### src/rtl/cdc_pkg.sv
// Shared types and calendar helpers for the calendar date counter.
// Holds the date record, the leap-year rule and the month length table.
// No dependencies.
package cdc_pkg;

    localparam logic [11:0] YEAR_TOP     = 12'd4095;
    localparam logic [11:0] YEAR_MIN_SET = 12'd1900;
    localparam logic [11:0] YEAR_MAX_SET = 12'd2100;
    localparam logic [4:0]  MOD25_LAST   = 5'd24;

    // The date as held by the counter. The year modulo 25 travels with the
    // year so that the leap rule needs no division.
    typedef struct packed {
        logic [4:0]  day;
        logic [3:0]  month;
        logic [11:0] year;
        logic [4:0]  mod25;
    } date_t;

    // Divisible by 400 means divisible by 16 and by 25; divisible by 100
    // means divisible by 4 and by 25.
    function automatic logic leap_of(input logic [11:0] year, input logic [4:0] mod25);
        return (year[1:0] == 2'd0) && ((mod25 != 5'd0) || (year[3:0] == 4'd0));
    endfunction

    function automatic logic [4:0] month_days(input logic [3:0] month, input logic leap);
        logic [4:0] days;
        unique case (month)
            4'd2:                      days = leap ? 5'd29 : 5'd28;
            4'd4, 4'd6, 4'd9, 4'd11:   days = 5'd30;
            default:                   days = 5'd31;
        endcase
        return days;
    endfunction

endpackage

### src/rtl/cdc_step.sv
// One-day step unit of the calendar date counter: next day or previous day.
// Rolls over month and year ends and saturates at the year limits.
// Depends on cdc_pkg.
module cdc_step (
    input  cdc_pkg::date_t cur,
    input  logic           back,
    output cdc_pkg::date_t nxt
);

    logic [4:0] cur_len;
    logic [4:0] prev_len;
    logic [3:0] prev_month;
    logic       leap;

    assign leap       = cdc_pkg::leap_of(cur.year, cur.mod25);
    assign cur_len    = cdc_pkg::month_days(cur.month, leap);
    assign prev_month = cur.month - 4'd1;
    assign prev_len   = cdc_pkg::month_days(prev_month, leap);

    always_comb begin
        nxt = cur;
        if (!back) begin
            priority if (cur.day < cur_len) begin
                nxt.day = cur.day + 5'd1;
            end else if (cur.month < 4'd12) begin
                nxt.month = cur.month + 4'd1;
                nxt.day   = 5'd1;
            end else if (cur.year < cdc_pkg::YEAR_TOP) begin
                nxt.year  = cur.year + 12'd1;
                nxt.mod25 = (cur.mod25 == cdc_pkg::MOD25_LAST) ? 5'd0 : cur.mod25 + 5'd1;
                nxt.month = 4'd1;
                nxt.day   = 5'd1;
            end else begin
                // The date holds at the top limit.
                nxt = cur;
            end
        end else begin
            priority if (cur.day > 5'd1) begin
                nxt.day = cur.day - 5'd1;
            end else if (cur.month > 4'd1) begin
                nxt.month = prev_month;
                nxt.day   = prev_len;
            end else if (cur.year > 12'd0) begin
                nxt.year  = cur.year - 12'd1;
                nxt.mod25 = (cur.mod25 == 5'd0) ? cdc_pkg::MOD25_LAST : cur.mod25 - 5'd1;
                nxt.month = 4'd12;
                nxt.day   = 5'd31;
            end else begin
                // The date holds at the bottom limit.
                nxt = cur;
            end
        end
    end

endmodule

### src/rtl/calendar_date_counter.sv
// Calendar date counter: next and previous day pass from the input transfer through the execute and
// finish states, set through execute, set-day and finish, and add N days through execute, the add loop
// (one day per cycle, stopping early at the top date) and finish. One item is in flight at a time; the
// next input transfer can be taken the cycle after the result is loaded into the output register.
// The add loop runs through the shared one-day step unit. Synchronous active-low reset sets
// the date to 1900-01-01 and empties the output register.
module calendar_date_counter #(
    parameter int COUNT_WIDTH = 16
) (
    input  logic        aclk,
    input  logic        aresetn,
    input  logic        s_valid,
    output logic        s_ready,
    input  logic [1:0]  s_operation,
    input  logic [5:0]  s_new_day,
    input  logic [3:0]  s_new_month,
    input  logic [11:0] s_new_year,
    input  logic [15:0] s_day_count,
    output logic        m_valid,
    input  logic        m_ready,
    output logic [4:0]  m_cur_day,
    output logic [3:0]  m_cur_month,
    output logic [11:0] m_cur_year,
    output logic        m_is_leap
);

    // Only the low bits of the day count that the counter can hold are used.
    localparam int CNT_W = (COUNT_WIDTH < 16) ? COUNT_WIDTH : 16;

    typedef enum logic [1:0] {
        OP_SET  = 2'd0,
        OP_NEXT = 2'd1,
        OP_PREV = 2'd2,
        OP_ADD  = 2'd3
    } op_t;

    typedef enum logic [2:0] {
        ST_IDLE,
        ST_EXEC,
        ST_SET_DAY,
        ST_ADD,
        ST_FINISH
    } state_t;

    // Year minus 1900 for a year known to lie in 1900..2100, taken modulo 25.
    // 1900 is itself a multiple of 25. The quotient is d*41/1024, exact for d up to 200.
    function automatic logic [4:0] mod25_of_set(input logic [7:0] d);
        logic [13:0] prod;
        logic [3:0]  q;
        logic [7:0]  q25;
        prod = {1'b0, d, 5'd0} + {3'd0, d, 3'd0} + {6'd0, d};
        q    = prod[13:10];
        q25  = {q, 4'd0} + {1'b0, q, 3'd0} + {4'd0, q};
        return 5'(d - q25);
    endfunction

    state_t         state_reg, state_next;
    op_t            op_reg, op_next;
    logic [5:0]     nday_reg, nday_next;
    logic [3:0]     nmonth_reg, nmonth_next;
    logic [11:0]    nyear_reg, nyear_next;
    logic [CNT_W-1:0] days_left_reg, days_left_next;
    cdc_pkg::date_t date_reg, date_next;
    logic           m_valid_reg, m_valid_next;
    logic [4:0]     out_day_reg, out_day_next;
    logic [3:0]     out_month_reg, out_month_next;
    logic [11:0]    out_year_reg, out_year_next;
    logic           out_leap_reg, out_leap_next;

    cdc_pkg::date_t stepped;
    logic           step_back;
    logic           cur_leap;
    logic           at_top;
    logic           year_ok;
    logic [11:0]    year_off;
    logic [4:0]     set_len;

    // The step unit moves backward only for a previous-day item; the add loop
    // and next-day item use it forward.
    assign step_back = (op_reg == OP_PREV);

    cdc_step u_step (
        .cur  (date_reg),
        .back (step_back),
        .nxt  (stepped)
    );

    assign cur_leap = cdc_pkg::leap_of(date_reg.year, date_reg.mod25);
    assign at_top   = (date_reg.year == cdc_pkg::YEAR_TOP) && (date_reg.month == 4'd12)
                   && (date_reg.day == 5'd31);
    assign year_ok  = (nyear_reg >= cdc_pkg::YEAR_MIN_SET) && (nyear_reg <= cdc_pkg::YEAR_MAX_SET);
    assign year_off = nyear_reg - cdc_pkg::YEAR_MIN_SET;
    // Month and year have already been validated when the day is checked.
    assign set_len  = cdc_pkg::month_days(date_reg.month, cur_leap);

    assign s_ready     = (state_reg == ST_IDLE);
    assign m_valid     = m_valid_reg;
    assign m_cur_day   = out_day_reg;
    assign m_cur_month = out_month_reg;
    assign m_cur_year  = out_year_reg;
    assign m_is_leap   = out_leap_reg;

    always_comb begin
        state_next     = state_reg;
        op_next        = op_reg;
        nday_next      = nday_reg;
        nmonth_next    = nmonth_reg;
        nyear_next     = nyear_reg;
        days_left_next = days_left_reg;
        date_next      = date_reg;
        m_valid_next   = m_valid_reg;
        out_day_next   = out_day_reg;
        out_month_next = out_month_reg;
        out_year_next  = out_year_reg;
        out_leap_next  = out_leap_reg;

        // The result register empties when the downstream side takes its transfer.
        if (m_valid_reg && m_ready) begin
            m_valid_next = 1'b0;
        end

        unique case (state_reg)
            ST_IDLE: begin
                if (s_valid) begin
                    op_next        = op_t'(s_operation);
                    nday_next      = s_new_day;
                    nmonth_next    = s_new_month;
                    nyear_next     = s_new_year;
                    days_left_next = s_day_count[CNT_W-1:0];
                    state_next     = ST_EXEC;
                end
            end
            ST_EXEC: begin
                unique case (op_reg)
                    OP_SET: begin
                        date_next.month = ((nmonth_reg >= 4'd1) && (nmonth_reg <= 4'd12))
                                        ? nmonth_reg : 4'd1;
                        date_next.year  = year_ok ? nyear_reg : cdc_pkg::YEAR_MIN_SET;
                        date_next.mod25 = year_ok ? mod25_of_set(year_off[7:0]) : 5'd0;
                        state_next      = ST_SET_DAY;
                    end
                    OP_NEXT, OP_PREV: begin
                        date_next  = stepped;
                        state_next = ST_FINISH;
                    end
                    OP_ADD: begin
                        state_next = ST_ADD;
                    end
                    default: begin
                        state_next = ST_FINISH;
                    end
                endcase
            end
            ST_SET_DAY: begin
                date_next.day = ((nday_reg >= 6'd1) && (nday_reg <= {1'b0, set_len}))
                              ? nday_reg[4:0] : 5'd1;
                state_next    = ST_FINISH;
            end
            ST_ADD: begin
                // One day per cycle; the loop ends early once the top date is reached.
                if ((days_left_reg == '0) || at_top) begin
                    days_left_next = '0;
                    state_next     = ST_FINISH;
                end else begin
                    date_next      = stepped;
                    days_left_next = days_left_reg - CNT_W'(1);
                end
            end
            ST_FINISH: begin
                // Wait here until the result register is free for this transfer.
                if (!m_valid_reg || m_ready) begin
                    m_valid_next   = 1'b1;
                    out_day_next   = date_reg.day;
                    out_month_next = date_reg.month;
                    out_year_next  = date_reg.year;
                    out_leap_next  = cur_leap;
                    state_next     = ST_IDLE;
                end
            end
            default: begin
                state_next = ST_IDLE;
            end
        endcase
    end

    always_ff @(posedge aclk) begin
        if (!aresetn) begin
            state_reg      <= ST_IDLE;
            days_left_reg  <= '0;
            date_reg.day   <= 5'd1;
            date_reg.month <= 4'd1;
            date_reg.year  <= cdc_pkg::YEAR_MIN_SET;
            date_reg.mod25 <= 5'd0;
            m_valid_reg    <= 1'b0;
        end else begin
            state_reg     <= state_next;
            days_left_reg <= days_left_next;
            date_reg      <= date_next;
            m_valid_reg   <= m_valid_next;
        end
        op_reg        <= op_next;
        nday_reg      <= nday_next;
        nmonth_reg    <= nmonth_next;
        nyear_reg     <= nyear_next;
        out_day_reg   <= out_day_next;
        out_month_reg <= out_month_next;
        out_year_reg  <= out_year_next;
        out_leap_reg  <= out_leap_next;
    end

    // An accepted item always occupies the sequencer in the next cycle.
    a_busy_after_accept: assert property (@(posedge aclk) disable iff (!aresetn)
        (s_valid && s_ready) |=> (state_reg == ST_EXEC))
        else $error("sequencer did not start after an input transfer");

    // The add loop leaves as soon as its count runs out.
    a_add_exit: assert property (@(posedge aclk) disable iff (!aresetn)
        ((state_reg == ST_ADD) && (days_left_reg == '0)) |=> (state_reg == ST_FINISH))
        else $error("add loop kept running with no days left");

    // Counting forward never lowers the year.
    a_add_monotonic: assert property (@(posedge aclk) disable iff (!aresetn)
        (state_reg == ST_ADD) |=> (date_reg.year >= $past(date_reg.year)))
        else $error("year went backward during an add");

    // The held day is never zero, the month stays in 1..12 and the year modulo 25 stays in range.
    a_date_range: assert property (@(posedge aclk) disable iff (!aresetn)
        (date_reg.day >= 5'd1) && (date_reg.month >= 4'd1) && (date_reg.month <= 4'd12)
        && (date_reg.mod25 <= cdc_pkg::MOD25_LAST))
        else $error("held date out of range");

    // A result is only loaded when the previous one has left or is leaving.
    a_no_overwrite: assert property (@(posedge aclk) disable iff (!aresetn)
        (m_valid_reg && !m_ready) |=> (m_valid_reg && $stable(out_day_reg)
        && $stable(out_year_reg)))
        else $error("pending result was overwritten");

endmodule
### config.mk
export PLATFORM = sky130hd
export DESIGN_NAME = calendar_date_counter
export DESIGN_NICKNAME = d
export VERILOG_FILES = /design/src/rtl/cdc_pkg.sv /design/src/rtl/cdc_step.sv /design/src/rtl/calendar_date_counter.sv
export SDC_FILE = /design/constraint.sdc
export NUM_CORES = 1
export LEC_CHECK = 0
export BUFFER_PORTS_ARGS = -buffer_cell sky130_fd_sc_hd__buf_2
export CAP_MARGIN = 10
export CORE_AREA = 2 2 105 107
export DETAILED_ROUTE_END_ITERATION = 7
export DIE_AREA = 0 0 107 109
export PLACE_DENSITY = 0.8
export RECOVER_POWER = 50
export REMOVE_ABC_BUFFERS = 1
export SETUP_SLACK_MARGIN = 0.3
export SLEW_MARGIN = 20
export SYNTH_ARGS = -nofsm -noshare
export SYNTH_HDL_FRONTEND = slang
export SYNTH_SLANG_ARGS = --single-unit
### constraint.sdc
create_clock -name aclk -period 6.25 [get_ports aclk]
set_input_delay 0.3125 -clock aclk [delete_from_list [all_inputs] [get_ports aclk]]
set_output_delay 0.3125 -clock aclk [all_outputs]
set_load 0.005 [all_outputs]
After elaboration in Yosys (flattened, before gate mapping)
Index checks and enable logic that the tools add are counted.
{ "word_totals": {"reg_bits": 92, "inputBits": 44, "out_inout_bits": 24, "word_cells": 141} }
{ "op_classes": {"addsub": 15, "n_lt_le_gt_ge": 12, "n_eq_ne": 27, "n_mux": 42, "n_reduce_logical": 30} }
{ "ops": {"columns": ["cell", "n"], "rows": [
  ["$mux W26", 10],
  ["$pmux W21 S2", 2],
  ["$mux W21", 2],
  ["$mux W5", 7],
  ["$mux W17", 2],
  ["$mux W16", 2],
  ["$pmux W16 S2", 1],
  ["$eq A4 B4 Y1 const B", 5],
  ["$pmux W5 S2", 2],
  ["$mux W9", 2],
  ["$eq A4 B3 Y1 const B", 4],
  ["$logic_not A16 Y1", 1],
  ["$sub A16 B1 Y16 const B", 1],
  ["$pmux W3 S5", 1],
  ["$pmux W5 S3", 1],
  ["$add A13 B11 Y14", 1],
  ["$add A14 B8 Y14", 1],
  ["$add A12 B1 Y12 const B", 1],
  ["$eq A12 B12 Y1 const B", 1],
  ["$ge A12 B11 Y1 const B", 1],
  ["$gt A12 B1 Y1 const B", 1],
  ["$le A12 B12 Y1 const B", 1],
  ["$lt A12 B12 Y1 const B", 1],
  ["$mux W12", 1],
  ["45 further kinds", 74]
]} }

Logic depth before layout (Yosys ltp)
{ "logic_depth": {"word_depth": 13, "depth_mapped": 22, "mapped_depth_nobuf": 22} }

Cells and area by module
A second synthesis with hierarchy kept.
{ "hier_totals": {"hier_cells": 763, "hier_area_um2": 6711.4} }
{ "by_module_without_submodules": {"columns": ["mod", "n_inst", "cells_per_inst", "area_each_um2", "seq_area_each_um2"], "rows": [
  ["calendar_date_counter", 1, 493, 4877.2, 2302.2],
  ["cdc_step", 1, 270, 1834.3, 0.0]
]} }

Least setup slack after synthesis
OpenSTA, ideal clock, no wires.
{ "synth_path": {"path_type": "register -> register", "startpoint": "reg nyear_reg[2]", "endpoint": "reg date_reg[4] in the netlist's numbering", "setup_ns": 0.134, "t_arrival_ns": 4.450, "required_ns": 6.116, "setup_slack_ns": 1.666, "path_stages_with_launch": 23, "path_buffers": 0, "period_less_slack_ns": 4.584, "cell_sequence": "edfxtp_1 > ha_1 > o21ai_0 > xnor2_1 > fa_1 > inv_1 > ha_1 > a21oi_1 > o211ai_1 > a31oi_1 > nor2b_1 > o21a_1 > ha_1 > ha_1 > inv_1 > ha_1 > a21oi_1 > xnor2_1 > xnor3_1 > xor2_1 > a21o_1 > nand3_1 > a21oi_1"} }
{ "synth_between": {"elab_chain_len": 9, "word_cells_on_any_way": 12, "cone_classes": "add/sub: 6; order compare: 2; mux: 3; reduce/logical: 1"} }
{ "synth_lines": {"columns": ["element", "line", "rtl"], "rows": [
  ["start, declared", "calendar_date_counter.sv:61", "logic [11:0] nyear_reg, nyear_next;"],
  ["start signal, assigned", "calendar_date_counter.sv:204", "nyear_reg <= nyear_next;"],
  ["$sub A8 B7 Y8", "calendar_date_counter.sv:92", "assign year_off = nyear_reg - cdc_pkg::YEAR_MIN_SET;"],
  ["$add A13 B11 Y14", "calendar_date_counter.sv:51", "prod = {1'b0, d, 5'd0} + {3'd0, d, 3'd0} + {6'd0, d};"],
  ["$add A14 B8 Y14", "calendar_date_counter.sv:51", null],
  ["$add A5 B5 Y5", "calendar_date_counter.sv:53", "q25 = {q, 4'd0} + {1'b0, q, 3'd0} + {4'd0, q};"],
  ["$add A5 B4 Y5", "calendar_date_counter.sv:53", null],
  ["$sub A5 B5 Y5", "calendar_date_counter.sv:54", "return 5'(d - q25);"],
  ["$mux W5 (*)", "calendar_date_counter.sv:139", "date_next.mod25 = year_ok ? mod25_of_set(year_off[7:0]) : 5'd0;"],
  ["$pmux W21 S2 (*)", "calendar_date_counter.sv:134", "unique case (op_reg)"],
  ["$pmux W21 S2 (*)", "calendar_date_counter.sv:122", "unique case (state_reg)"],
  ["end signal, assigned", "calendar_date_counter.sv:198", "date_reg <= date_next;"],
  ["end, declared", "calendar_date_counter.sv:63", "cdc_pkg::date_t date_reg, date_next;"]
]} }
Mark *: on every way between the ends. The rest lies on a longest branch, timed or not.
A chain may end at the register's enable or synchronous reset.

Worst setup path in the final report
Same ends and word-level chain as after synthesis.

==> flow_metrics.env <==
export IMPL_antenna_cells=0
export IMPL_hold_depth=1
export IMPL_synth_distinct_cells=79
export IMPL_port_buffers=67
export IMPL_setup_tns_ns=0
export IMPL_start_util_pct=58.5
export IMPL_grt_max_degree=33
export IMPL_drc=0
export IMPL_holdCritPathClass="input port to flip-flop"
export IMPL_antenna_found_initial=0
export IMPL_yosys_warnings=0
export IMPL_synth_seq_cells=92
export IMPL_drive_gt1_share_pct=11.7
export IMPL_h_tree_depth=3
export IMPL_drtIter0Drc=534
export IMPL_async_reset_ff_share_pct=0
export IMPL_grt_pass1_wl_microns=24600
export IMPL_path_class="flip-flop to flip-flop"
export IMPL_grt_pass1_vias=5154
export IMPL_syn_to_final_growth_pct=8.31
export IMPL_die_area_sq_um=11700
export IMPL_setup_slack_ns=1.12
export IMPL_viasPerCell=6.38
export IMPL_fin_nets=836
export IMPL_dpl_hpwl_microns=10900
export IMPL_maxCapViolations=0
export IMPL_ys_flop_type="edfxtp_1"
export IMPL_fin_util_pct=63.3
export IMPL_vias=5691
export IMPL_routed_wl_microns=14900
export IMPL_cts_buffers_inserted=9
export IMPL_maxSlewHeadroom_pct=17.0
export IMPL_rows=38
export IMPL_cp_cell_sequence="a21oi_1 -> nor3_1 -> xnor2_1 -> fa_1 -> ha_1 -> a211oi_1 -> o211ai_1 -> a31oi_1 -> nor2b_1 -> o21a_1 -> ha_1 -> ha_1 -> inv_1 -> ha_1 -> a21oi_1 -> xnor2_1 -> xnor3_1 -> xor2_1 -> a21o_1 -> nand3_1 -> a21oi_1"
export IMPL_min_from="s_new_year[8]"
export IMPL_overflow=0
export IMPL_r2r_start="nyear_reg[2]"
export IMPL_arrival_ns=5.33
export IMPL_status="finished clean"
export IMPL_ant_nets=0
export IMPL_ctsHoldBuffers=0
export IMPL_avgSynthCellArea_sq_um=8.78
export IMPL_postSynthCellCount=706
export IMPL_skew_ns=0.00616
export IMPL_crit_path_frequent_cell="ha_1"
export IMPL_gp_congestion=0.910
export IMPL_worstPathMaxFanout=5
export IMPL_wl_per_cell_microns=16.7
export IMPL_worst_pin_slew_ns=1.24
export IMPL_seq_area_frac_synth_pct=37.1
export IMPL_setup_viol=0
export IMPL_reg2reg_slack_ns=1.12
export IMPL_pre_cts_slack_ns=1.21
export IMPL_final_hold_violation_count=0
export IMPL_fp_dieH_microns=109
export IMPL_post_cts_setup_buffer_count=0
export IMPL_fin_crit_sh_pct=82.1
export IMPL_clockRootBuffer="clkbuf_8"
export IMPL_largest_reg_flops=26
export IMPL_required_ns=6.45
export IMPL_fmax_ghz=0.195
export IMPL_clock_sinks=92
export IMPL_core_area_sq_um=10600
export IMPL_finalCriticalPeriod_ns=5.13
export IMPL_clk_path_buf_depth=2
export IMPL_min_to="nyear_reg[8]"
export IMPL_slowest_stage="fa_1"
export IMPL_synth_edf_count=46
export IMPL_firstDrtPassIters=5
export IMPL_cts_tree="built"
export IMPL_cellLeakagePower_nw=2.52
export IMPL_clk_pin_slew_ns=0.09
export IMPL_report_final_slew_viol_count=0
export IMPL_io_pins=68
export IMPL_die_x_microns=107
export IMPL_rsz0062_at_grt="false"
export IMPL_netlist_area_sq_um=6200
export IMPL_nFillCells=914
export IMPL_insertion_delay_ns=0.36
export IMPL_worst_setup_path_start_kind="flip-flop"
export IMPL_vdd_drop_max_mv=0.178
export IMPL_rr_worst_depth=21
export IMPL_power_density_nw_per_um2=274
export IMPL_cpPeakStageDelay_ns=0.49
export IMPL_endpoint_kind="flip-flop"
export IMPL_grtUsageTotal_pct=26.0
export IMPL_regToRegEndpoint="date_reg[4]"
export IMPL_cts_resized=0
export IMPL_final_cell_mix="62 x nand2_1, 62 x nor2_1, 54 x buf_2, 51 x o21ai_0, 48 x a21oi_1"
[Yosys cell counts (4+ instances only)]
library cell / number / share of area [%]
a211oi_1: 4 / 0.48
a21oi_1: 48 / 3.9
a221oi_1: 4 / 0.57
a22oi_1: 10 / 1.2
a31oi_1: 11 / 1.1
a32o_1: 4 / 0.65
a32oi_1: 5 / 0.71
and2_1: 7 / 0.71
and3_1: 4 / 0.40
buf_2: 7 / 0.57
clkbuf_1: 27 / 1.6
dfxtp_1: 46 / 15
edfxtp_1: 46 / 22
ha_1: 42 / 8.5
inv_1: 38 / 2.3
mux2_2: 4 / 0.73
mux2i_1: 7 / 1.1
nand2_1: 62 / 3.8
nand2b_1: 9 / 0.91
nand3_1: 24 / 1.9
nand4_1: 6 / 0.61
nor2_1: 62 / 3.8
nor2b_1: 7 / 0.71
nor3_1: 21 / 1.7
nor4_1: 8 / 0.81
o2111ai_1: 4 / 0.57
o211ai_1: 6 / 0.73
o21a_1: 6 / 0.73
o21ai_0: 51 / 4.1
o21ai_1: 4 / 0.32
o221ai_1: 4 / 0.57
o22ai_1: 5 / 0.50
o311ai_0: 4 / 0.57
o31ai_1: 5 / 0.61
or2_2: 4 / 0.40
or3_1: 8 / 0.81
or4_1: 7 / 0.85
xnor2_1: 16 / 2.3
xor2_1: 9 / 1.3
[worst max path at each step]
stage                   to  cells past startpoint          from  slack (ns)
2_1_floorplan  date_reg[4]                     22  nyear_reg[2]        1.64
3_3_place_gp   date_reg[4]                     20  nyear_reg[2]        1.37
3_5_place_dp   date_reg[4]                     21  nyear_reg[2]        1.21
4_1_cts        date_reg[4]                     21  nyear_reg[2]        1.17
5_1_grt        date_reg[4]                     21  nyear_reg[2]        0.79
6_report       date_reg[4]                     21  nyear_reg[2]        1.12
[cell type report]
| type | instances | area, sq um | share of cell area [%] |
|---|---|---|---|
| clock buffer | 15 | 188 | 2.79 |
| clock inverter | 1 | 3.75 | 0.0559 |
| inverter | 39 | 146 | 2.18 |
| multi-input combinational | 535 | 3560 | 53.0 |
| sequential | 92 | 2300 | 34.3 |
| tap | 140 | 175 | 2.61 |
| timing repair buffer | 70 | 342 | 5.09 |
[report_power, final]
group	internal [mW]	switching [mW]	leakage [nW]	total, mW
logic	0.303	0.403	1.63	0.706
clock network	0.190	0.202	0.0965	0.392
registers	0.686	0.0578	0.793	0.743
total	1.18	0.663	2.52	1.84
[stage by stage]
stage          hold WS [ns]  std cells  instance area, sq um  power [mW]
2_1_floorplan         0.374        666                  6010        1.28
3_5_place_dp          0.474        876                  6550        1.45
4_1_cts               0.118        892                  6740        1.84
3_3_place_gp          0.465        876                  6550        1.42
6_report              0.118        892                  6720        1.84
5_1_grt               0.120        892                  6720        1.96
[worst max-delay path: cells and delay by family (launching register included)]
family | cells | cell delay [ns]
compound gates | 8 | 1.66
xor+xnor | 4 | 0.90
fa+ha+maj | 5 | 1.60
buf+inv | 1 | 0.04
flops | 1 | 0.48
simple gates | 3 | 0.28
[logic make-up after synthesis]
kind of cell / Yosys count / share of synthesized area (%)
fa+ha+maj: 45 / 9.44
compound gates: 205 / 22.1
xor+xnor: 26 / 3.90
simple gates: 248 / 20.2
buf+inv: 79 / 5.37
flops: 92 / 37.1
mux: 11 / 1.86
[layer usage]
metal	vias up	wire (microns)	GRT usage [%]
met1	2682	6610	35.5
met3	41	1050	3.35
met5	-	0	0
met4	0	377	9.65
met2	253	6840	42.6
li1	2715	-	-
Note: power is estimated with default switching activity, not from simulation.
